[src/hw/rtl/crc8e_pkg.sv]
`default_nettype none
// ----------------------------------------------------------------------------
// crc8e_pkg
// Shared constants, the burst record and the CRC-8 byte update for the
// framed packet encoder.
// ----------------------------------------------------------------------------
package crc8e_pkg;

	localparam int BURST_MAX = 7;                    // most bytes one request causes
	localparam int CNT_W     = $clog2(BURST_MAX + 1);

	localparam logic [7:0] MAGIC_FIRST  = 8'hA5;
	localparam logic [7:0] MAGIC_SECOND = 8'h53;
	localparam logic [7:0] CRC_POLY     = 8'h07;

	localparam logic [CNT_W-1:0] HDR_BYTES = CNT_W'(6);  // header plus one more byte
	localparam logic [CNT_W-1:0] ONE_BYTE  = CNT_W'(1);

	// Bytes that one accepted request puts on the output stream, lowest first.
	typedef struct packed {
		logic [BURST_MAX-1:0][7:0] bytes;
		logic [CNT_W-1:0]          cnt;
		logic                      has_crc;   // last byte is the frame CRC
	} burst_t;

	// CRC-8, polynomial 0x07, MSB first, one byte.
	function automatic logic [7:0] crc8_feed(input logic [7:0] crc, input logic [7:0] b);
		logic [7:0] c;
		c = crc ^ b;
		for (int i = 0; i < 8; i++) begin
			c = c[7] ? ({c[6:0], 1'b0} ^ CRC_POLY) : {c[6:0], 1'b0};
		end
		return c;
	endfunction

endpackage
`default_nettype wire

[src/hw/rtl/crc8e_framer.sv]
`default_nettype none
// ----------------------------------------------------------------------------
// crc8e_framer
// Input register plus frame state; builds the byte burst for each request.
// ----------------------------------------------------------------------------
module crc8e_framer
	import crc8e_pkg::*;
(
	input  wire logic       clk,
	input  wire logic       arst_n,
	input  wire logic       in_valid,
	output logic            in_ready,
	input  wire logic [1:0] frame_type,
	input  wire logic [7:0] payload_len,
	input  wire logic [7:0] seq_skip,
	input  wire logic [7:0] data_byte,
	output logic            burst_valid,
	input  wire logic       burst_ready,
	output burst_t          burst
);

	logic       vld_s1;
	logic [1:0] type_s1;
	logic [7:0] plen_s1;
	logic [7:0] skip_s1;
	logic [7:0] data_s1;

	logic [7:0] seq_q;
	logic [7:0] crc_q;
	logic [7:0] left_q;

	logic       adv;
	logic       hdr;
	logic       zero_len;
	logic       frame_done;
	logic [7:0] seq_use;
	logic [7:0] c_type;
	logic [7:0] c_seq;
	logic [7:0] c_hdr;
	logic [7:0] c_data;
	logic [7:0] left_eff;
	logic [7:0] left_nx;

	assign adv         = vld_s1 && burst_ready;
	assign in_ready    = !vld_s1 || burst_ready;
	assign burst_valid = vld_s1;

	always_ff @(posedge clk or negedge arst_n) begin
		if (!arst_n) begin
			vld_s1 <= 1'b0;
		end else if (in_ready) begin
			vld_s1 <= in_valid;
		end
	end

	always_ff @(posedge clk) begin
		if (in_ready && in_valid) begin
			type_s1 <= frame_type;
			plen_s1 <= payload_len;
			skip_s1 <= seq_skip;
			data_s1 <= data_byte;
		end
	end

	always_comb begin
		hdr      = (left_q == 8'd0);
		zero_len = hdr && (plen_s1 == 8'd0);
		seq_use  = seq_q + skip_s1;
		c_type   = crc8_feed(8'h00, {6'b0, type_s1});
		c_seq    = crc8_feed(c_type, seq_use);
		c_hdr    = crc8_feed(c_seq, plen_s1);
		c_data   = crc8_feed(hdr ? c_hdr : crc_q, data_s1);
		left_eff = hdr ? plen_s1 : left_q;
		left_nx  = left_eff - 8'd1;
		frame_done = zero_len || (left_nx == 8'd0);

		burst = '0;
		if (hdr) begin
			burst.bytes[0] = MAGIC_FIRST;
			burst.bytes[1] = MAGIC_SECOND;
			burst.bytes[2] = {6'b0, type_s1};
			burst.bytes[3] = seq_use;
			burst.bytes[4] = plen_s1;
			burst.bytes[5] = zero_len ? c_hdr : data_s1;
			burst.bytes[6] = c_data;
			burst.cnt      = (zero_len || !frame_done) ? HDR_BYTES : HDR_BYTES + ONE_BYTE;
		end else begin
			burst.bytes[0] = data_s1;
			burst.bytes[1] = c_data;
			burst.cnt      = frame_done ? ONE_BYTE + ONE_BYTE : ONE_BYTE;
		end
		burst.has_crc = frame_done;
	end

	// Advance frame state when the burst moves on.
	always_ff @(posedge clk or negedge arst_n) begin
		if (!arst_n) begin
			seq_q  <= 8'd0;
			crc_q  <= 8'd0;
			left_q <= 8'd0;
		end else if (adv) begin
			if (hdr) begin
				seq_q <= seq_use + 8'd1;
			end
			crc_q  <= frame_done ? 8'd0 : c_data;
			left_q <= zero_len ? 8'd0 : left_nx;
		end
	end

endmodule
`default_nettype wire

[src/hw/rtl/crc8e_serializer.sv]
`default_nettype none
// ----------------------------------------------------------------------------
// crc8e_serializer
// Result register: holds one burst and shifts it out a byte per transfer.
// ----------------------------------------------------------------------------
module crc8e_serializer
	import crc8e_pkg::*;
(
	input  wire logic       clk,
	input  wire logic       arst_n,
	input  wire logic       burst_valid,
	output logic            burst_ready,
	input  wire burst_t     burst,
	output logic            out_valid,
	input  wire logic       out_ready,
	output logic [7:0]      out_byte,
	output logic            crc_mark,
	output logic            run_last
);

	logic [BURST_MAX-1:0][7:0] bytes_s2;
	logic [CNT_W-1:0]          cnt_s2;
	logic                      crc_s2;
	logic                      take;

	assign out_valid   = (cnt_s2 != '0);
	assign run_last    = (cnt_s2 == ONE_BYTE);
	assign out_byte    = bytes_s2[0];
	assign crc_mark    = crc_s2 && run_last;
	assign take        = out_valid && out_ready;
	assign burst_ready = !out_valid || (take && run_last);

	always_ff @(posedge clk or negedge arst_n) begin
		if (!arst_n) begin
			cnt_s2 <= '0;
		end else if (burst_ready && burst_valid) begin
			cnt_s2 <= burst.cnt;
		end else if (take) begin
			cnt_s2 <= cnt_s2 - ONE_BYTE;
		end
	end

	always_ff @(posedge clk) begin
		if (burst_ready && burst_valid) begin
			bytes_s2 <= burst.bytes;
			crc_s2   <= burst.has_crc;
		end else if (take) begin
			bytes_s2 <= {8'h00, bytes_s2[BURST_MAX-1:1]};
		end
	end

endmodule
`default_nettype wire

[src/hw/rtl/crc8_framed_packet_encoder_unit.sv]
`default_nettype none
// ----------------------------------------------------------------------------
// crc8_framed_packet_encoder_unit
// Wraps payload bytes into CRC-8 protected frames and streams them as bytes.
// ----------------------------------------------------------------------------
// Usage:
//   Slave channel s_*: one payload byte per request. The first byte of a frame
//   also carries the frame type, payload length and sequence skip; these are
//   ignored on later bytes. Master channel m_*: one framed byte per transfer.
//   A frame opens with A5 53, type, sequence, length; the CRC-8 (poly 0x07,
//   init 0) over type..payload closes it, flagged on m_tuser. m_tlast marks
//   the last output byte caused by one request.
// Path: an accepted request is held in the input register, and its burst is
//   loaded into the result register once that is free; its first output byte
//   is then valid. The next request can wait in the input register meanwhile.
// Output: one output byte per cycle while m_tready is high, set by the result
//   register draining a byte at a time. A mid-frame payload byte yields 1 byte,
//   the final byte of a frame 2, the first byte of a frame 6 or 7 (7 only for a one byte frame).
// Reset: clears the sequence number, CRC and remaining count; the block
//   starts between frames with both channels empty.
// Stall: while m_tready is low the result register holds its byte; the input
//   register fills and s_tready then drops until the burst drains.
// ----------------------------------------------------------------------------
module crc8_framed_packet_encoder_unit
	import crc8e_pkg::*;
(
	input  wire logic        clk,
	input  wire logic        arst_n,
	input  wire logic        s_tvalid,
	output logic             s_tready,
	input  wire logic [23:0] s_tdata,  // [7:0] payload_len, [15:8] seq_skip, [23:16] data_byte
	input  wire logic [1:0]  s_tuser,  // [1:0] frame_type
	output logic             m_tvalid,
	input  wire logic        m_tready,
	output logic [7:0]       m_tdata,  // [7:0] out_byte
	output logic [0:0]       m_tuser,  // [0] crc_mark
	output logic             m_tlast   // run_last
);

	logic   burst_valid;
	logic   burst_ready;
	burst_t burst;

	// Register the request and build its byte burst from the frame state.
	crc8e_framer u_framer (
		.clk         (clk),
		.arst_n      (arst_n),
		.in_valid    (s_tvalid),
		.in_ready    (s_tready),
		.frame_type  (s_tuser),
		.payload_len (s_tdata[7:0]),
		.seq_skip    (s_tdata[15:8]),
		.data_byte   (s_tdata[23:16]),
		.burst_valid (burst_valid),
		.burst_ready (burst_ready),
		.burst       (burst)
	);

	// Hold the burst and hand it out one byte per transfer.
	crc8e_serializer u_serializer (
		.clk         (clk),
		.arst_n      (arst_n),
		.burst_valid (burst_valid),
		.burst_ready (burst_ready),
		.burst       (burst),
		.out_valid   (m_tvalid),
		.out_ready   (m_tready),
		.out_byte    (m_tdata),
		.crc_mark    (m_tuser[0]),
		.run_last    (m_tlast)
	);

`ifndef SYNTH
	// The CRC byte always closes the request's burst.
	a_crc_is_last: assert property (@(posedge clk) disable iff (!arst_n)
		m_tvalid && m_tuser[0] |-> m_tlast)
		else $error("frame CRC byte not marked last");

	// Input backpressure only arises while a result is pending.
	a_stall_has_output: assert property (@(posedge clk) disable iff (!arst_n)
		!s_tready |-> m_tvalid)
		else $error("input stalled with no pending output");

	// A taken non-last byte is followed by another byte of the same burst.
	a_burst_continues: assert property (@(posedge clk) disable iff (!arst_n)
		m_tvalid && m_tready && !m_tlast |=> m_tvalid)
		else $error("burst ended without last byte");
`endif

endmodule
`default_nettype wire

[config.mk]
export PLATFORM = sky130hd
export DESIGN_NAME = crc8_framed_packet_encoder_unit
export DESIGN_NICKNAME = d
export VERILOG_FILES = /design/src/hw/rtl/crc8e_pkg.sv /design/src/hw/rtl/crc8e_framer.sv /design/src/hw/rtl/crc8e_serializer.sv /design/src/hw/rtl/crc8_framed_packet_encoder_unit.sv
export SDC_FILE = /design/constraint.sdc
export NUM_CORES = 1
export LEC_CHECK = 0
export BUFFER_PORTS_ARGS = -buffer_cell sky130_fd_sc_hd__buf_4
export CORE_UTILIZATION = 40
export CTS_BUF_LIST = sky130_fd_sc_hd__clkbuf_4 sky130_fd_sc_hd__clkbuf_8
export CTS_CLUSTER_SIZE = 16
export DETAILED_ROUTE_END_ITERATION = 10
export PLACE_DENSITY = 0.58
export SKIP_LAST_GASP = 1
export SLEW_MARGIN = 20
export SYNTH_ARGS = -nofsm -noshare
export SYNTH_HDL_FRONTEND = slang
export SYNTH_SLANG_ARGS = --single-unit
[constraint.sdc]
create_clock -name clk -period 8.5 [get_ports clk]
set_input_delay 0.85 -clock clk [delete_from_list [all_inputs] [get_ports clk]]
set_output_delay 0.85 -clock clk [all_outputs]
set_load 0.03 [all_outputs]
After elaboration in Yosys (flattened, before gate mapping)
Index checks and enable logic that the tools add are counted.
{"block": "classes", "add_sub_neg": 4, "eq_ne": 1, "muxes": 39, "bitwise": 28, "reduce_logical": 19}
{"op": "56-bit 2-to-1 mux", "n": 2}
{"op": "3-bit 2-to-1 mux", "n": 28}
{"op": "3-bit inverter", "n": 25}
{"op": "40-bit 2-to-1 mux", "n": 1}
{"op": "8-bit 2-to-1 mux", "n": 5}
{"op": "8-bit zero test", "n": 3}
{"op": "19-bit 2-to-1 mux", "n": 1}
{"op": "8-bit XOR", "n": 2}
{"op": "8-bit by 1-bit adder with 8-bit output, second input constant", "n": 1}
{"op": "8-bit adder", "n": 1}
{"op": "8-bit by 1-bit subtractor with 8-bit output, second input constant", "n": 1}
{"op": "4-bit by 8-bit XOR with 8-bit output", "n": 1}
{"op": "1-bit logical AND", "n": 6}
{"op": "1-bit logical OR", "n": 4}
{"op": "3-bit by 1-bit equality test with 1-bit output, second input constant", "n": 1}
{"op": "1-bit zero test", "n": 3}
{"op": "3-bit nonzero test", "n": 1}
{"op": "3-bit by 1-bit subtractor with 3-bit output, second input constant", "n": 1}
{"op": "2-bit 2-to-1 mux", "n": 1}
{"op": "2-bit AND reduction", "n": 1}
{"op": "2-bit nonzero test", "n": 1}
{"op": "1-bit 2-to-1 mux", "n": 1}
{"block": "totals", "reg_bits": 111, "in_bits": 30, "wordCells": 108}

Longest topological paths before layout
{"block": "logic_depth", "word_depth": 57, "ltp_mapped": 17, "mapped_depth_nobuf": 17}

By module
A second synthesis with hierarchy kept.
{"block": "hier_totals", "cells_unflattened": 556, "area_unflattened_um2": 6752.7}
{"module": "crc8e_framer", "instances": 1, "cells_per_inst": 396, "area_per_inst_um2": 3932.5}
{"module": "crc8e_serializer", "instances": 1, "cells_per_inst": 160, "area_per_inst_um2": 2820.2}

Least setup slack after synthesis
Ideal clock, no wire load.
{"block": "synth_path", "kind": "reg2reg", "start": "reg u_framer.seq_q[0]", "end": "reg u_serializer.bytes_s2[11] in the netlist's numbering (data pin)", "t_arrival_ns": 4.439, "t_required_ns": 8.240, "setup_slack_ns": 3.801, "path_stages_with_launch": 18, "synth_period_minus_slack_ns": 4.699, "cell_sequence": "dfrtp_1 > ha_1 > fa_1 > a211o_2 > a2111oi_2 > nand3b_2 > ha_1 > xnor2_1 > xnor3_2 > xnor2_4 > xor2_2 > xnor3_1 > mux2i_2 > xnor2_2 > xor2_1 > xnor2_1 > xnor2_1 > o21ai_1"}
{"block": "synth_via", "elab_chain_len": 22, "word_cells_on_any_way": 43, "classes_between": "add/sub (1); mux (22); bitwise (20)"}
{"item": "start: declaration", "line_no": "crc8e_framer.sv:28", "source": "logic [7:0] seq_q;"}
{"item": "start signal: assignment", "line_no": "crc8e_framer.sv:103", "source": "seq_q <= seq_use + 8'd1;"}
{"item": "8-bit adder (*)", "line_no": "crc8e_framer.sv:68", "source": "seq_use = seq_q + skip_s1;"}
{"item": "4-bit by 8-bit XOR with 8-bit output (*)", "line_no": "crc8e_pkg.sv:29", "source": "c = crc ^ b;"}
{"item": "3-bit 2-to-1 mux", "line_no": "crc8e_pkg.sv:31", "source": "c = c[7] ? ({c[6:0], 1'b0} ^ CRC_POLY) : {c[6:0], 1'b0};"}
{"item": "3-bit inverter (no source line)"}
{"item": "3-bit 2-to-1 mux", "line_no": "crc8e_pkg.sv:31"}
{"item": "3-bit inverter (no source line)"}
{"item": "3-bit 2-to-1 mux", "line_no": "crc8e_pkg.sv:31"}
{"item": "8-bit XOR (*)", "line_no": "crc8e_pkg.sv:29"}
{"item": "[... 6 more ...]"}
{"item": "8-bit XOR (*)", "line_no": "crc8e_pkg.sv:29"}
{"item": "3-bit 2-to-1 mux", "line_no": "crc8e_pkg.sv:31"}
{"item": "3-bit inverter (no source line)"}
{"item": "3-bit 2-to-1 mux", "line_no": "crc8e_pkg.sv:31"}
{"item": "3-bit inverter (no source line)"}
{"item": "3-bit 2-to-1 mux (*)", "line_no": "crc8e_pkg.sv:31"}
{"item": "19-bit 2-to-1 mux (*)", "line_no": "crc8e_framer.sv:78", "source": "if (hdr) begin"}
{"item": "56-bit 2-to-1 mux (*)", "line_no": "crc8e_serializer.sv:44", "source": "if (burst_ready && burst_valid) begin"}
{"item": "end signal: assignment", "line_no": "crc8e_serializer.sv:45", "source": "bytes_s2 <= burst.bytes;"}
{"item": "end signal: assignment", "line_no": "crc8e_serializer.sv:48", "source": "bytes_s2 <= {8'h00, bytes_s2[BURST_MAX-1:1]};"}
{"item": "end: declaration", "line_no": "crc8e_serializer.sv:21", "source": "logic [BURST_MAX-1:0][7:0] bytes_s2;"}
Mark *: on every way between the ends. The rest lies on a longest branch, timed or not.
A chain may end at the register's enable or synchronous reset.

Worst setup path in the final report
Same ends and word-level chain as after synthesis.

==> impl_results.md <==
- Total Wirelength: 13.4 mm
- Synth Register Bits: 111
- Port Buffer Count: around 40
- Sink Count: 111
- Most common cell after layout, fill and taps aside: nand2_1
- Critical Path AT: 5.15 ns
- Worst Setup Start Kind: flip-flop
- DP Worst Slack: 3.46 ns
- Site Rows: 44
- Mapped Avg Cell Area: ~11 um^2
- Nets: approximately 620
- Most used DFF post-synth: edfxtp_1
- Critical path class: reg2reg
- DP Wirelength: approximately 9 mm
- Antenna viol nets, final: 0
- Tcrit/Tclk final: approximately 59%
- Iteration count of the initial detailed-routing pass: 5
- Syn Nets: 598
- CP required: around 8.7 ns
- Status: finished clean
- Seq/Total Area, Yosys: a little over half
- Synth Instances: between 500 and 600
- Area Overhead vs Synth: 10.1%
- Grt ovf: 0
- Vias in the first global route: 3,993
- Highest fanout seen on the critical path: 6
- Largest net degree at the start of global routing: 73
- Share of layout cells above drive strength 1: between 10 and 15%
- Total vias in the final route: 4,148
- Slew HR: 31.6%
- Max-cap violation count: 0
- Setup bufs post-CTS: 0
- Die Footprint: 15,500 um^2
- Critical R2R Launch: u_framer.seq_q[0]
- Total Routing Usage GR: approximately 18%
- H-tree levels: 3
- RSZ-0062 raised after global routing: false
- Cell Area, Synth: ~6000 um^2
- Fin cells: ~770
- Asr flop ratio synth: around a quarter
- Initial Util: just over 40%
- Clock Latency Late Sink: around 0.4 ns
- Initial antenna violation count: 0
- Chip height: around 120 um
- CTS tree: yes
- Routed wire per std cell: approximately 17 um
- Setup TNS: 0 ns
- Vias/cell: approximately 5.4
- CTS Root Cell: clkbuf_8
- Die width: between 100 and 150 um
- Final Max Slew Viols: 0
- Hold Path Class: in2async
- Finish-stage setup viols: 0
- Post-synth EDFFs: 83
- Clock slew at reported path FFs: roughly 0.11 ns
- Endpoint class of the critical path: flip-flop
- Min Tclk post-route: 5.01 ns
- CTS Buf Count: 9
- Slew @ Worst Pin: approximately 1.0 ns
- Slack of the critical path: approximately 3.5 ns
- Remaining routing DRC violations: 0
- CP startpoint: u_framer.seq_q[0]
- Worst clock skew: ~0.018 ns
- Initial DRC count: about 330
- First-pass GRT wire length: ~22 mm
- IO Pins: 42
- Maximum clock path buffer count: 2
- CTS Hold Bufs: 0
- Final GP Congestion: just over 0.8
- Commonest cells after routing, fill and taps aside: 101 x nand2_1, 83 x edfxtp_1, 46 x buf_4
- # resized after CTS: 0
- WHS: 0.393 ns
- Post-synth cell types: about 60
- Final Hold Viols: 0
- Diodes inserted: 0
- Ys Warns: 0
- Max Clk Rate: ~200 MHz
- Core area: 14,600 um^2
- Placed cells: between 700 and 800
[flip-flops by register name, summed over array words and instances, names as in the netlist]
name / count
u_framer.burst_valid: 1
u_serializer.bytes_s2: 48
u_framer.seq_q: 8
u_serializer.crc_s2: 1
u_framer.left_q: 8
u_framer.crc_q: 8
u_framer.data_s1: 8
u_serializer.cnt_s2: 3
u_framer.type_s1: 2
u_framer.skip_s1: 8
u_framer.plen_s1: 8
u_serializer.out_byte: 8
[per-stage QoR]
step | area, um^2 | util [%]
detailed placement | 6440 | 44.1
finish | 6610 | 45.3
global route | 6610 | 45.3
floorplan | 6000 | -
CTS | 6610 | 45.3
global placement | 6440 | 44.1
[final cells by class]
class                   count  area (um^2)
inverters                   6         22.5
clock buffers              10          131
fillers                  1378         7980
well taps                 184          230
clock inverters             6         36.3
repair buffers             46          345
multi-input cells         404         2650
flip-flops and latches    111         3190
[cell usage after synthesis, types with 2 or more instances]
library cell / instances / area [um^2]
xnor2_2: 4 / 65.1
or3_1: 6 / 37.5
o22ai_1: 3 / 18.8
nand2b_1: 3 / 18.8
nand2_1: 102 / 383
mux2i_1: 10 / 100
nor3b_1: 2 / 15.0
buf_4: 8 / 60.1
and2_1: 11 / 68.8
a31oi_1: 2 / 12.5
or4_1: 2 / 15.0
o21ai_1: 2 / 10.0
buf_2: 3 / 15.0
xor2_2: 4 / 65.1
o21ai_0: 42 / 210
nand4_1: 5 / 31.3
a21oi_1: 28 / 140
ha_1: 15 / 188
or4b_1: 2 / 20.0
nor2_1: 31 / 116
xnor3_1: 3 / 67.6
inv_1: 5 / 18.8
o21a_1: 2 / 15.0
a22o_1: 7 / 61.3
nand3_1: 22 / 110
nor3_1: 5 / 25.0
nor2b_1: 6 / 37.5
edfxtp_1: 83 / 2490
xnor2_1: 41 / 359
xor2_1: 19 / 166
clkbuf_1: 19 / 71.3
dfrtp_1: 28 / 701
[worst max-delay path, stage by stage (launching register included)]
cell and delay, ns:
dfrtp_1 0.39, ha_1 0.24, fa_1 0.41, a211o_2 0.35, a2111oi_2 0.29, nand3b_2 0.26, ha_1 0.27, xnor2_1 0.23
xnor3_2 0.52, xnor2_4 0.19, xor2_2 0.21, xnor3_1 0.38, mux2i_2 0.24, xnor2_2 0.19, xor2_1 0.20, xnor2_1 0.15
xnor2_1 0.18, o21ai_1 0.09
[logic make-up (layout without fill, tap and decap cells)]
family                     count (synthesis)  in the layout  share of synthesized area (%)
DFF                                      111            111                           53.2
AOI/OAI and AO/OA                        100            100                           9.92
adders and majority gates                 16             16                           3.46
muxes                                     12             12                           2.08
xor gates and xnor gates                  73             73                           12.9
buffers and inverters                     37             68                           2.88
and+or+nand+nor                          203            203                           15.6
[final timing paths]
check | to | slack, ns | cells after the start
max in group asynchronous | u_framer.seq_q[0] | 7.79 | 1
min in group clk | u_framer.seq_q[3] | 0.49 | 2
worst max register to register | u_serializer.bytes_s2[11] | 3.49 | 17
worst min-delay path | u_framer.crc_q[6] | 0.39 | 1
worst min register to register | u_framer.seq_q[3] | 0.49 | 2
worst max-delay path | u_serializer.bytes_s2[11] | 3.49 | 17
[routing by layer]
| layer | GRT usage, % | part of all wire, % | up-vias |
|---|---|---|---|
| met5 | 0 | 0 | - |
| met4 | 5.81 | 1.7 | 0 |
| met3 | 3.65 | 5.1 | 12 |
| met2 | 28.3 | 47 | 117 |
| met1 | 24.9 | 47 | 2030 |
| li1 | - | - | 1989 |
Power is left out: the tool's default activity adds up to more than one toggle a clock period on the data nets, which glitch-free logic cannot reach.
